--- config.mk ---
export PLATFORM = sky130hd
export DESIGN_NAME = periodic_task_release_timers
export DESIGN_NICKNAME = d
export VERILOG_FILES = /design/src/design/ptrt_pkg.sv /design/src/design/ptrt_cell.sv /design/src/design/periodic_task_release_timers.sv
export SDC_FILE = /design/constraint.sdc
export NUM_CORES = 1
export LEC_CHECK = 0
export ABC_CLOCK_PERIOD_IN_PS = 2680
export BUFFER_PORTS_ARGS = -buffer_cell sky130_fd_sc_hd__buf_2
export CAP_MARGIN = 5
export CELL_PAD_IN_SITES_DETAIL_PLACEMENT = 2
export CELL_PAD_IN_SITES_GLOBAL_PLACEMENT = 2
export CORE_UTILIZATION = 39
export CTS_CLUSTER_DIAMETER = 100
export CTS_CLUSTER_SIZE = 24
export DETAILED_ROUTE_END_ITERATION = 7
export PLACE_DENSITY = 0.79
export RECOVER_POWER = 25
export SLEW_MARGIN = 20
export SYNTH_ARGS = -nofsm -noshare
export SYNTH_HDL_FRONTEND = slang
export SYNTH_SLANG_ARGS = --single-unit
--- constraint.sdc ---
create_clock -name i_clk -period 2.68 [get_ports i_clk]
set_clock_uncertainty 0.1 [all_clocks]
set_input_delay 0.536 -clock i_clk [delete_from_list [all_inputs] [get_ports i_clk]]
set_output_delay 0.536 -clock i_clk [all_outputs]
set_load 0.01 [all_outputs]
--- src/design/ptrt_pkg.sv ---
// ptrt_pkg: shared types and constants for the periodic task release timers
// no dependencies; used by ptrt_cell and periodic_task_release_timers
package ptrt_pkg;

    localparam int DEFAULT_SLOTS = 32;
    localparam int MAX_SLOTS     = 32;
    localparam int TIME_W        = 8;
    localparam int MASK_W        = 32;
    localparam int SLOT_W        = 5;

    // function codes of an input transfer
    localparam logic FUNC_TICK = 1'b0;
    localparam logic FUNC_ADD  = 1'b1;

    typedef logic [TIME_W-1:0] t_time;

    // command broadcast to every cell
    typedef struct packed {
        logic  tick;
        logic  add;
        t_time period;
        t_time first;
    } t_cell_cmd;

    // status returned by each cell
    typedef struct packed {
        logic active;
        logic released;
    } t_cell_stat;

endpackage

--- src/design/ptrt_cell.sv ---
// ptrt_cell: one release counter slot (period, countdown, occupied flag)
// depends on ptrt_pkg; chained by periodic_task_release_timers
module ptrt_cell (
    input  logic                i_clk,
    input  logic                i_rst_n,
    input  ptrt_pkg::t_cell_cmd i_cmd,
    input  logic                i_prev_active,
    output ptrt_pkg::t_cell_stat o_stat
);
    import ptrt_pkg::*;

    logic  r_active;
    logic  n_active;
    t_time r_period;
    t_time n_period;
    t_time r_count;
    t_time n_count;
    logic  w_take;
    logic  w_release;

    // first free cell behind an occupied neighbour takes the add
    assign w_take    = i_cmd.add && i_prev_active && !r_active;
    assign w_release = i_cmd.tick && r_active && (r_count == t_time'(1));

    always_comb begin
        n_active = r_active;
        n_period = r_period;
        n_count  = r_count;
        if (w_take) begin
            n_active = 1'b1;
            n_period = i_cmd.period;
            n_count  = i_cmd.first;
        end else if (i_cmd.tick && r_active) begin
            if (w_release) begin
                n_count = r_period;
            end else begin
                n_count = r_count - t_time'(1);
            end
        end
    end

    always_ff @(posedge i_clk) begin
        if (!i_rst_n) begin
            r_active <= 1'b0;
        end else begin
            r_active <= n_active;
        end
    end

    always_ff @(posedge i_clk) begin
        r_period <= n_period;
        r_count  <= n_count;
    end

    assign o_stat.active   = r_active;
    assign o_stat.released = w_release;

endmodule

--- src/design/periodic_task_release_timers.sv ---
// periodic_task_release_timers: top level, a chain of release counter cells
// depends on ptrt_pkg and ptrt_cell
//
//  channel   | handshake            | payload
//  ----------+----------------------+-----------------------------------------
//  command   | start / busy         | i_func, i_task_period, i_start_offset
//  result    | o_valid (strobe)     | o_due_mask, o_assigned_slot, o_add_accepted
//
// one transfer per cycle: every cell updates its own countdown in parallel,
// so a registered result appears in the cycle after the command transfer
// o_valid is high for exactly one cycle per result; the receiver cannot stall
// busy is never raised since the cell row can take a new command before the last result is out
// synchronous active-low reset empties every slot and clears the strobe
module periodic_task_release_timers #(
    parameter int TASK_SLOTS = ptrt_pkg::DEFAULT_SLOTS
) (
    input  logic                       i_clk,
    input  logic                       i_rst_n,
    input  logic                       start,
    output logic                       busy,
    input  logic                       i_func,
    input  logic [ptrt_pkg::TIME_W-1:0] i_task_period,
    input  logic [ptrt_pkg::TIME_W-1:0] i_start_offset,
    output logic                       o_valid,
    output logic [ptrt_pkg::MASK_W-1:0] o_due_mask,
    output logic [ptrt_pkg::SLOT_W-1:0] o_assigned_slot,
    output logic                       o_add_accepted
);
    import ptrt_pkg::*;

    localparam int CNT_W = $clog2(TASK_SLOTS + 1);

    logic                    w_go;
    logic                    w_full;
    t_cell_cmd               w_cmd;
    t_cell_stat              w_stat [TASK_SLOTS];
    logic [TASK_SLOTS-1:0]   w_active;
    logic [TASK_SLOTS-1:0]   w_released;
    logic [TASK_SLOTS:0]     w_chain;

    // number of occupied slots; the next add lands at this index
    logic [CNT_W-1:0]        r_count;
    logic [CNT_W-1:0]        n_count;
    logic                    r_valid;
    logic [MASK_W-1:0]       r_due;
    logic [MASK_W-1:0]       n_due;
    logic [SLOT_W-1:0]       r_slot;
    logic [SLOT_W-1:0]       n_slot;
    logic                    r_acc;
    logic                    n_acc;

    assign busy   = 1'b0;
    assign w_go   = start && !busy;
    assign w_full = w_active[TASK_SLOTS-1];

    // command broadcast along the row
    assign w_cmd.tick   = w_go && (i_func == FUNC_TICK);
    assign w_cmd.add    = w_go && (i_func == FUNC_ADD);
    assign w_cmd.period = i_task_period;
    assign w_cmd.first  = i_task_period + i_start_offset;

    // occupied flag passed from each cell to the next; slot 0 sees a filled
    // neighbour so it is the first to take an add
    assign w_chain[0] = 1'b1;

    for (genvar g = 0; g < TASK_SLOTS; g++) begin : g_cell
        ptrt_cell u_cell (
            .i_clk        (i_clk),
            .i_rst_n      (i_rst_n),
            .i_cmd        (w_cmd),
            .i_prev_active(w_chain[g]),
            .o_stat       (w_stat[g])
        );
        assign w_active[g]   = w_stat[g].active;
        assign w_released[g] = w_stat[g].released;
        assign w_chain[g+1]  = w_stat[g].active;
    end

    always_comb begin
        n_count = r_count;
        n_due   = '0;
        n_slot  = '0;
        n_acc   = 1'b0;
        if (w_cmd.tick) begin
            n_due = MASK_W'(w_released);
        end else if (w_cmd.add && !w_full) begin
            n_count = r_count + CNT_W'(1);
            n_slot  = SLOT_W'(r_count);
            n_acc   = 1'b1;
        end
    end

    always_ff @(posedge i_clk) begin
        if (!i_rst_n) begin
            r_count <= '0;
            r_valid <= 1'b0;
        end else begin
            r_count <= n_count;
            r_valid <= w_go;
        end
    end

    // result payload, only meaningful while the strobe is high
    always_ff @(posedge i_clk) begin
        r_due  <= n_due;
        r_slot <= n_slot;
        r_acc  <= n_acc;
    end

    assign o_valid         = r_valid;
    assign o_due_mask      = r_due;
    assign o_assigned_slot = r_slot;
    assign o_add_accepted  = r_acc;

`ifndef SYNTH
    // each command transfer yields exactly one result strobe
    a_one_result: assert property (@(posedge i_clk) disable iff (!i_rst_n)
        $past(w_go) |-> o_valid)
        else $error("result strobe missing after command transfer");

    // occupied slots stay packed from slot 0 upwards
    a_packed: assert property (@(posedge i_clk) disable iff (!i_rst_n)
        ((w_active >> 1) & ~w_active) == '0)
        else $error("occupied slots not contiguous");

    // slot counter matches the occupied flags in the row
    a_count: assert property (@(posedge i_clk) disable iff (!i_rst_n)
        $countones(w_active) == int'(r_count))
        else $error("slot count disagrees with cells");

    // an accepted add reports the slot that the counter pointed at
    a_slot: assert property (@(posedge i_clk) disable iff (!i_rst_n)
        (o_valid && o_add_accepted) |-> (SLOT_W'($past(r_count)) == o_assigned_slot))
        else $error("assigned slot mismatch");

    // nothing is released without a tick
    a_no_release: assert property (@(posedge i_clk) disable iff (!i_rst_n)
        !w_cmd.tick |-> (w_released == '0))
        else $error("release without tick");
`endif

endmodule

; ---- After elaboration in Yosys (flattened, before gate mapping)
; Index checks and enable logic that the tools add are counted.
[word_totals]
regBits = 589
wordCells = 463
[op_classes]
add_sub_neg = 34
n_bitwise = 3
n_mux = 97
reduce_logical = 196
n_eq_ne = 32
[op_table]
columns = operator, n
row1 = $mux 8, 96
row2 = $eq 8x1->1 const B, 32
row3 = $sub 8x1->8 const B, 32
row4 = $logic_and 1x1->1, 130
row5 = $reduce_bool 2->1, 32
row6 = $logic_not 1->1, 32
row7 = $add 8x8->8, 1
row8 = $add 6x1->6 const B, 1
row9 = $not 1->1, 3
row10 = $reduce_and 2->1, 1
row11 = $reduce_or 2->1, 1
row12 = $mux 1, 1

; ---- Longest topological paths before layout
[depth]
ltp_word = 7
mapped_depth = 10
ltp_nobuf = 8

; ---- Hierarchy
; From an unflattened synthesis, not the netlist that was laid out.
[hier_totals]
cells_unflattened = 2574
hier_area_um2 = 29485.8
[by_module_without_submodules]
columns = module, area_per_inst_um2, n_inst, cells_each
row1 = ptrt_cell at g_cell[0].u_cell ..., 868.3, 24, 76
row2 = ptrt_cell at g_cell[31].u_cell ..., 877.1, 8, 75
row3 = periodic_task_release_timers, 1629.1, 1, 150

; ---- Least setup slack after synthesis
; Ideal clock, no wire load.
[synth_path]
kind = in2reg
from = input port i_task_period[0] in the netlist's numbering
to = register g_cell[30].u_cell.r_count[6], data pin
stages = 10
path_slack_ns = 0.080
arrival_time_ns = 2.230
n_path_buf = 2
cell_sequence = ha_1 -> inv_1 -> fa_1 -> nor2b_1 -> o31a_1 -> buf_2 -> buf_1 -> nor4_1 -> a31oi_1 -> o211ai_1
[synth_between]
elab_chain_len = 2
[synth_lines]
columns = item, line_no
row1 = start: declaration, periodic_task_release_timers.sv:22  ; input logic [ptrt_pkg::TIME_W-1:0] i_task_period,
row2 = $add 8x8->8, periodic_task_release_timers.sv:60  ; assign w_cmd.first = i_task_period + i_start_offset;
row3 = $mux 8, ptrt_cell.sv:29  ; if (w_take) begin
row4 = named net g_cell[30].u_cell.n_count[6], ptrt_cell.sv:17  ; t_time n_count;
row5 = end signal: assignment, ptrt_cell.sv:52  ; r_count <= n_count;
row6 = end: declaration, ptrt_cell.sv:16  ; t_time r_count;
; The timed path passes the listed nets, and every way through them passes these cells.
; A chain may end at the register's enable or synchronous reset.

; ---- Worst setup path after layout
[layout_path]
from = input port i_task_period[5] in the netlist's numbering
to = register g_cell[13].u_cell.r_period[5], data pin
[layout_lines]
columns = item, line_no
row1 = end signal: assignment, ptrt_cell.sv:51  ; r_period <= n_period;
row2 = end: declaration, ptrt_cell.sv:14  ; t_time r_period;
; No word-level cell between the ends.

==> summary.md <==
| Metric | Value |
|---|---|
| Grt ovf | `0` |
| Result of the run | `finished, violations left` |
| Die H | `277 um` |
| RSZ-0062 raised after global routing | `no` |
| Worst setup path start | `i_task_period[5]` |
| Core area | `74,700 um^2` |
| DR WL/cell | `26.2 um` |
| Hold EP | `o_assigned_slot[4]` |
| Post-synth top area share | `52.1%` |
| Share of layout cells above drive strength 1 | `12.8%` |
| Detailed Place HPWL | `67,500 um` |
| # nets final | `2,927` |
| Distinct cells, synth | `52` |
| TritonCTS Buffers | `31` |
| Final worst slack | `91.1 ps` |
| Largest net degree at the start of global routing | `39` |
| Hold path cells | `1` |
| Syn_area_per_cell | `11.1 um^2` |
| Pwr per Cell Area | `511 nW/um^2` |
| Startpoint types | `input port` |
| DRC Markers | `0` |
| Area Overhead vs Synth | `12.3%` |
| Final setup viols | `0` |
| CP arrival | `2930 ps` |
| Horiz. Die Dim | `277 um` |
| Port Buffers | `58` |
| Reg2reg start | `g_cell[29].u_cell.r_count[2]` |
| Mapped cell area | `29,500 um^2` |
| Sequential Power Share | `58.6%` |
| Maximum VDD drop | `0.519 mV` |
| Top cells by area, synth | `edfxtp_1 52%, dfxtp_1 5.2%, a21oi_1 4.0%` |
| Total power | `16.9 mW` |
| Register Area | `16,900 um^2` |
| Lkg Pwr | `11.7 nW` |
| TritonRoute pass-1 iters | `5` |
| Clk Latency, worst-skew pair | `650 ps` |
| Crit end category | `flop` |
| P_sw | `4.27 mW` |
| Die footprint | `76,700 um^2` |
| Via count | `22,600` |
| Max-cap violations | `4` |
| Setup WS pre-CTS | `-426 ps` |
| Crit Reg-Reg Endpoint | `g_cell[29].u_cell.r_count[2]` |
| Violated checks | `capacitance limit, slew limit` |
| Number of fill cells | `7,604` |
| # rows | `100` |
| Switching share of power | `25.2%` |
| Reg-to-reg slack, setup | `290 ps` |
| Worst path required time | `3020 ps` |
| Synth warn | `0` |
| Area of the multi-input gates | `11,300 um^2` |
| Top_reg_cell synth | `edfxtp_1` |
| Initial drt markers | `1,699` |
| CTS Sinks | `588` |
| Post-CTS setup buffers | `0` |
| Vias per inst | `5.92` |
| WL final | `100,000 um` |
| Yosys reg bits | `588` |
| Clock buffer depth | `3` |
| Internal | `12.7 mW` |
| R2R depth | `6` |
| Period minus WS final | `2590 ps` |
| CTS tree | `built` |
| Final Hold Fails | `0` |
| Post-CTS sizing | `0` |
| H-tree Lvls | `1` |
| Post-route ant nets | `0` |
| Tcrit/Tclk final | `96.6%` |
| Asr flop ratio synth | `0%` |
| Vias in the first global route | `24,700` |
| Initial Util | `39.5%` |
| Final Max Slew Viols | `95` |
| Setup CP Type | `in2reg` |
| Seq/Total Area, Yosys | `57.3%` |
| Clock network power share | `33.6%` |
| Layout Utilization | `44.4%` |
| Crit-path max FO | `22` |
| RD Place Congestion | `0.836` |
| Syn Nets | `2,758` |
| Hold Crit Start | `r_count[4]` |
| First-pass GRT wire length | `152,000 um` |
| Combinational Power Share | `7.8%` |
| Reg clk slew, reported paths | `90 ps` |
| Antenna violations before repair | `6` |
| Root Driver | `clkbuf_16` |
| Leading area contributor after synthesis | `edfxtp_1` |
| I/O Pins | `60` |
| CTS hold repair buffers | `0` |
| Total Routing Usage GR | `25.7%` |
| Cells after Synth | `2,665` |
| Worst rel slew slack | `-46.7%` |
| Post-synth EDFFs | `512` |
| Max Fclk | `386 MHz` |
| Worst slew pin tran | `2200 ps` |
| Hold crit path type | `reg2reg` |
## cells by family (layout without fill, tap and decap cells)
group           after synthesis  after routing  synth area share (%)
simple gates                781            781                  14.7
compound gates              764            764                  15.2
flops                       588            588                  57.3
buf+inv                     301            492                  4.81
xor+xnor                    118            118                  3.50
fa+ha+maj                    73             73                  3.12
mux                          39             39                  1.32
other cells                   1              2                0.0127
## through the flow
stage          instance area (um^2)  hold WS (ps)  instances  TNS [ps]
2_1_floorplan                 29500           352       2665         0
3_3_place_gp                  32200           368       3770    -13000
3_5_place_dp                  32200           378       3770    -21010
4_1_cts                       33200           356       3825         0
5_1_grt                       33100           425       3825         0
6_report                      33100           400       3826         0
## sequential cells by signal, summed over array words and instances, names as in the netlist
signal                  cells
g_cell.u_cell.r_count     256
o_add_accepted              1
g_cell.u_cell.r_period    256
o_valid                     1
o_assigned_slot             5
g_cell.u_cell.r_active     32
r_count                     5
o_due_mask                 32
## cell usage after synthesis, types with 13 or more instances
library cell and number:
nor2b_1 14, a21oi_1 233, nor2_1 229, mux2i_1 39, nand2b_1 30, or4_1 23
buf_4 17, edfxtp_1 512, o31ai_1 42, nor4_4 24, nor4_1 35, a31oi_1 36
inv_1 173, a211oi_1 25, buf_2 35, nand2_1 195, nand3_1 64, nand4b_1 24
dfxtp_1 76, or4_4 24, a21boi_0 22, xnor2_1 72, o21ai_0 174, o211ai_1 67
o31a_1 19, o22ai_1 55, buf_6 24, nor3b_1 24, ha_1 72, and2_1 13
clkbuf_1 46, o21ai_1 62, nor3_1 46, xor2_1 46
## power groups by stage
stage / clock, mW / combinational, mW / sequential (mW)
global placement: 0 / 1.27 / 10.1
detailed placement: 0 / 1.31 / 10.1
floorplan: 0 / 0.403 / 10.1
CTS: 5.83 / 1.32 / 9.93
global route: 6.10 / 1.33 / 9.94
finish: 5.69 / 1.32 / 9.93
## critical path, stage by stage
cell	delay (ps)
buf_2	230
clkbuf_1	1600
buf_4	530
## routing by layer
layer | vias to the layer above | share of wire (%) | wire, um | global-route usage (%)
met2 | 520 | 50 | 50500 | 45.8
met5 | - | 0 | 0 | 0
met1 | 11800 | 43 | 43100 | 33.0
li1 | 10200 | - | - | -
met4 | 0 | 2.6 | 2620 | 7.35
met3 | 146 | 3.9 | 3910 | 2.24
## how the worst max path moves through the flow
stage / cells after the start / to / slack [ps]
global placement: 10 / g_cell[15].u_cell.r_count[6] / -320
finish: 3 / g_cell[13].u_cell.r_period[5] / 90
floorplan: 10 / g_cell[30].u_cell.r_count[6] / 80
CTS: 10 / g_cell[15].u_cell.r_count[6] / 270
detailed placement: 10 / g_cell[15].u_cell.r_count[6] / -430
global route: 8 / g_cell[6].u_cell.r_count[4] / 80
## cell type report
type,count,area share [%]
diodes,1,0.00755
clock buffers,45,2.53
clock inverters,10,0.449
inverters,173,1.96
multi-input cells,1776,34.0
flip-flops and latches,588,51.0
well taps,969,3.66
repair buffers,264,6.39
## placed cells by master, fill, tap and decap left out, types with 67 or more instances in the layout
cell	instances
dfxtp_1	76
nand2_1	195
buf_4	163
o211ai_1	67
a21oi_1	232
ha_1	71
xnor2_1	70
edfxtp_1	512
inv_1	173
o21ai_0	174
nor2_1	229
Power figures use the tool's default switching activity.
